File: src/design/ppd_pkg.sv
// Shared constants and types for the path point decimator.
// Used by ppd_front, ppd_queue, path_point_decimator, ppd_checker and the testbench; depends on nothing.
package ppd_pkg;

    // Default field widths, handed to the top level as parameter defaults.
    localparam int COORD_BITS_DEF = 32;
    localparam int QUAT_BITS_DEF  = 16;

    // Minimum spacing register: unsigned Q15.16, 31 bits wide.
    localparam int DIST_BITS = 31;
    localparam int DIST_SQ_BITS = 2 * DIST_BITS;
    localparam logic [DIST_BITS-1:0] MIN_DIST_RESET = 31'd65536;

    // Result queue depth; must be a power of two and at least two.
    localparam int QUEUE_DEPTH = 4;

    typedef enum logic [1:0] {
        PATH_OK        = 2'd0,
        PATH_SHORT     = 2'd1,
        PATH_TOO_CLOSE = 2'd2
    } path_status_t;

    // Write request from the front to the result queue.
    typedef struct packed {
        logic push0;
        logic push1;
    } q_push_t;

endpackage

File: src/design/ppd_queue.sv
// Result queue of the path point decimator: takes up to two results per cycle
// and hands one per cycle to the output while the output is ready. Depends on ppd_pkg.
module ppd_queue #(
    parameter int RES_W = 3 * ppd_pkg::COORD_BITS_DEF + 4 * ppd_pkg::QUAT_BITS_DEF + 3
)
(
    input  logic              clk,
    input  logic              rst_n,
    input  ppd_pkg::q_push_t  push,
    input  logic [RES_W-1:0]  push_data0,
    input  logic [RES_W-1:0]  push_data1,
    output logic              space2,
    output logic              head_valid,
    input  logic              head_ready,
    output logic [RES_W-1:0]  head_data
);

    localparam int DEPTH = ppd_pkg::QUEUE_DEPTH;
    localparam int PTR_W = $clog2(DEPTH);
    localparam int CNT_W = $clog2(DEPTH + 1);

    logic [RES_W-1:0] entry_reg [DEPTH];
    logic [PTR_W-1:0] wr_ptr_reg, wr_ptr_next;
    logic [PTR_W-1:0] rd_ptr_reg, rd_ptr_next;
    logic [CNT_W-1:0] count_reg, count_next;
    logic             pop;
    logic [CNT_W-1:0] push_n;

    assign head_valid = count_reg != '0;
    assign head_data  = entry_reg[rd_ptr_reg];
    assign pop        = head_valid && head_ready;
    assign space2     = count_reg <= CNT_W'(DEPTH - 2);

    always_comb
    begin
        push_n      = CNT_W'(push.push0) + CNT_W'(push.push1);
        count_next  = count_reg + push_n - CNT_W'(pop);
        wr_ptr_next = wr_ptr_reg + PTR_W'(push_n);
        rd_ptr_next = rd_ptr_reg + PTR_W'(pop);
    end

    always_ff @(posedge clk or negedge rst_n)
    begin
        if (!rst_n)
        begin
            wr_ptr_reg <= '0;
            rd_ptr_reg <= '0;
            count_reg  <= '0;
        end
        else
        begin
            wr_ptr_reg <= wr_ptr_next;
            rd_ptr_reg <= rd_ptr_next;
            count_reg  <= count_next;
        end
    end

    always_ff @(posedge clk)
    begin
        if (push.push0)
        begin
            entry_reg[wr_ptr_reg] <= push_data0;
        end
        if (push.push1)
        begin
            entry_reg[wr_ptr_reg + PTR_W'(1)] <= push_data1;
        end
    end

endmodule

File: config.mk
export PLATFORM = sky130hd
export DESIGN_NAME = ppd_queue
export DESIGN_NICKNAME = d
export VERILOG_FILES = /design/src/design/ppd_pkg.sv /design/src/design/ppd_queue.sv
export SDC_FILE = /design/constraint.sdc
export NUM_CORES = 1
export LEC_CHECK = 0
export ABC_CLOCK_PERIOD_IN_PS = 15700
export BUFFER_PORTS_ARGS = -buffer_cell sky130_fd_sc_hd__buf_2
export CAP_MARGIN = 20
export CELL_PAD_IN_SITES_DETAIL_PLACEMENT = 0
export CELL_PAD_IN_SITES_GLOBAL_PLACEMENT = 1
export CORE_UTILIZATION = 35
export DETAILED_ROUTE_END_ITERATION = 16
export MAX_ROUTING_LAYER = met4
export PLACE_DENSITY_LB_ADDON = 0.1
export SYNTH_ARGS = -nofsm -noshare
export SYNTH_HDL_FRONTEND = slang
export SYNTH_SLANG_ARGS = --single-unit
export TNS_END_PERCENT = 20
File: constraint.sdc
create_clock -name clk -period 15.7 [get_ports clk]
set_input_delay 3.14 -clock clk [delete_from_list [all_inputs] [get_ports clk]]
set_output_delay 3.14 -clock clk [all_outputs]
set_load 0.02 [all_outputs]
==> results.rst <==
.. list-table::
   :header-rows: 1

   * - Metric
     - Value
   * - Kind of launch point of the worst setup path
     - register
   * - P_leak
     - 13.9 nW
   * - Routed vias/inst
     - 5.07
   * - Remaining Overflow, GRT
     - 0
   * - Worst clock skew on the final layout
     - 0.0170 ns
   * - Cell types occupying the most area after synthesis
     - sky130_fd_sc_hd__edfxtp_1 (60%), sky130_fd_sc_hd__mux2_2 (18%), sky130_fd_sc_hd__mux4_2 (11%)
   * - Final layout net count
     - 2455
   * - Slew of the pin with the lowest slew margin
     - ~1.1 ns
   * - Crit end category
     - primary output
   * - Post-Route Utilization
     - a little over two fifths
   * - Buffer levels on the longest clock path
     - 3
   * - Area Overhead vs Synth
     - 18.2%
   * - Ordered cell list for the critical path
     - buf_4 > buf_4 > mux4_2 > buf_2
   * - Total routed wirelength
     - 88700 µm
   * - DIE HEIGHT
     - about 310 µm
   * - Sequential element share of the synthesized area
     - about 61%
   * - Finished Cell Area
     - 0.0383 mm²
   * - Number of warnings reported in the yosys synthesis log
     - 0
   * - Placed wire-length estimate
     - 53900 µm
   * - Class of the most critical hold timing path
     - register to register
   * - Leading cell type in the layout, fill and taps excluded
     - sky130_fd_sc_hd__edfxtp_1
   * - Pin count of the biggest net entering global routing
     - 116
   * - Number of cells on the worst reg-to-reg path
     - 4
   * - I/O pin count
     - 496
   * - Library cell occupying the most area in the post-synthesis netlist
     - sky130_fd_sc_hd__edfxtp_1
   * - Number of clock sinks
     - 659
   * - Min Clock Period, post-route
     - between 6 and 7 ns
   * - Syn Area/Cell
     - 20.1 µm²
   * - Gate count of the mapped netlist
     - between 1500 and 2000
   * - Final TNS setup
     - 0 ns
   * - Count of vias placed by the detailed router
     - 17239
   * - Vias in the first global route
     - 18839
   * - Seq cells post-synth
     - between 600 and 700
   * - First-pass iteration count of the detailed router
     - 12
   * - Cell area after placement
     - 0.0358 mm²
   * - Core box area
     - slightly above 0.09 mm²
   * - Total setup buffers inserted after CTS
     - 0
   * - Number of routed nets with antenna violations
     - 0
   * - Max-Slew Margin vs Limit
     - 26.7%
   * - Deepest level of the CTS H-tree
     - 3
   * - Syn nets
     - 1953
   * - Synthesized cell area
     - 0.0324 mm²
   * - Worst R2R Setup Slack
     - 12.16 ns
   * - Peak per-stage delay on the critical path
     - 1.04 ns
   * - PnR worst setup slack
     - 8.72 ns
   * - Number of clock buffers inserted by TritonCTS
     - 79
   * - Most used cells in the layout excluding fill and tap cells
     - sky130_fd_sc_hd__edfxtp_1 (652), sky130_fd_sc_hd__mux2_2 (512), sky130_fd_sc_hd__buf_2 (495), sky130_fd_sc_hd__mux4_2 (163), sky130_fd_sc_hd__mux2_4 (140)
   * - Number of instances resized during post-cts repair
     - 0
   * - Cell with the largest stage delay on the worst path
     - sky130_fd_sc_hd__dfrtp_4
   * - Status
     - finished clean
   * - Weighted congestion at the end of routability-driven global placement
     - 0.749
   * - PwrDens
     - 198 mW/mm²
   * - Crit share post-route
     - 44.4%
   * - Cell chosen for the clock root
     - sky130_fd_sc_hd__clkbuf_16
   * - Largest register FFs
     - 652
   * - Yosys cell types
     - 26
   * - Hold violation total from the final report
     - 0
   * - Max IR drop VDD
     - 0.112 mV
   * - Total routing resource utilization after global routing
     - 19.3%
   * - Width of the die
     - 306 µm
   * - Achievable Freq
     - 143 MHz
   * - Logic depth of the worst setup path including buffers
     - 4
   * - Max-capacitance violation count
     - 0
   * - Largest fanout of any net on the critical path
     - 40
   * - Multi-input gate area in the final layout
     - 0.0118 mm²
   * - Full die area
     - 0.0939 mm²
   * - Clock network latency to the later pin of the worst-skew pair
     - roughly 0.63 ns
   * - Hold slack
     - 0.513 ns
   * - Row count
     - ~110
   * - Number of antenna violations at the first check in global routing
     - 36
   * - Family with the most delay on the worst path
     - buffers and inverters
   * - Unrepaired setup endpoints after global routing
     - no
   * - Final setup violating endpoints
     - 0
   * - Area share of the leading cell type in the synthesized netlist
     - 60.4%
   * - Final number of max-transition violations
     - 0
   * - Number of cells on the worst hold path
     - 1
   * - Storage cell area
     - 0.0198 mm²
   * - Hold Buf Count CTS
     - 0
   * - Type of the worst setup path
     - register to primary output
   * - Count of filler cells inserted in the layout
     - 8286
   * - Wire per inst
     - 26.1 µm
   * - Clock slew seen by the registers of the worst setup and hold paths
     - 0.06 ns
   * - Wire length of the first global-routing pass
     - roughly 130000 µm
   * - Data arrival, critical path
     - 3.84 ns
   * - Ratio of cells with drive above 1 in the final layout
     - 66.6%
   * - Initial cell density of the core
     - 35.4%
   * - Port Buffers
     - 495
   * - DRC Markers
     - 0
   * - Buffering stage count on the worst path with inverters included
     - 3
   * - Worst setup slack after placement
     - 9.17 ns
   * - Most used cell along the critical path
     - sky130_fd_sc_hd__buf_4
   * - Worst EP required
     - around 13 ns
   * - Clock tree from TritonCTS
     - done
   * - DRT iter0 DRCs
     - 901
worst paths after layout:
path	from	endpoint
worst max-delay path	rd_ptr_reg[0]$_DFF_PN0_	head_data[103]
worst min-delay path	count_reg[2]$_DFF_PN0_	count_reg[2]$_DFF_PN0_
worst max register to register	wr_ptr_reg[1]$_DFF_PN0_	entry_reg[0][70]$_DFFE_PP_
worst min register to register	count_reg[2]$_DFF_PN0_	count_reg[2]$_DFF_PN0_
max in group asynchronous	rst_n	rd_ptr_reg[1]$_DFF_PN0_
min in group asynchronous	rst_n	count_reg[0]$_DFF_PN0_
per-layer routing:
metal	track usage [%]	share of wire, %	routed length, µm	up-vias
li1	-	-	-	7748
met1	22.7	41	35900	8953
met2	32.2	51	45100	430
met3	5.56	6.6	5870	108
met4	5.48	2.0	1790	0
met5	-	0	0	-
synth_stat cells, drive strengths merged:
cell type	n
dfrtp	7
and2	1
mux2	652
mux2i	1
a21oi	1
mux4	163
nor3b	1
nand3b	2
nor2	2
clkbuf	5
inv	7
ha	6
xor2	2
xnor2	3
nand3	1
o21ai	2
nand2b	1
fa	1
or3	1
edfxtp	652
buf	104
cell type report:
cell class	count	share of cell area [%]
antenna	35	0.229
clock buffer	109	5.70
sequential	659	51.6
timing repair buffer	530	7.18
tap	1186	3.87
inverter	7	0.0686
clock inverter	33	0.542
multi-input combinational	840	30.8
cell families after synthesis:
family	count (synthesis)	share of synthesized area (%)
xor+xnor	5	0.135
buf+inv	116	2.79
fa+ha+maj	7	0.293
mux	816	35.6
compound gates	3	0.0463
flops	659	60.9
simple gates	9	0.181
through the flow:
stage                     instances  total power, mW
after floorplan                1615             5.15
after global placement         3222             5.96
after detailed placement       3222             5.99
after CTS                      3364             7.74
after global routing           3397             7.94
final                          3399             7.57
power breakdown:
group / internal [mW] / switching, mW / total (mW)
Sequential: 2.68 / 0.202 / 2.88
Clock: 1.00 / 0.717 / 1.72
Combinational: 1.24 / 1.74 / 2.97
Total: 4.91 / 2.65 / 7.57
Power figures use the tool's default switching activity.
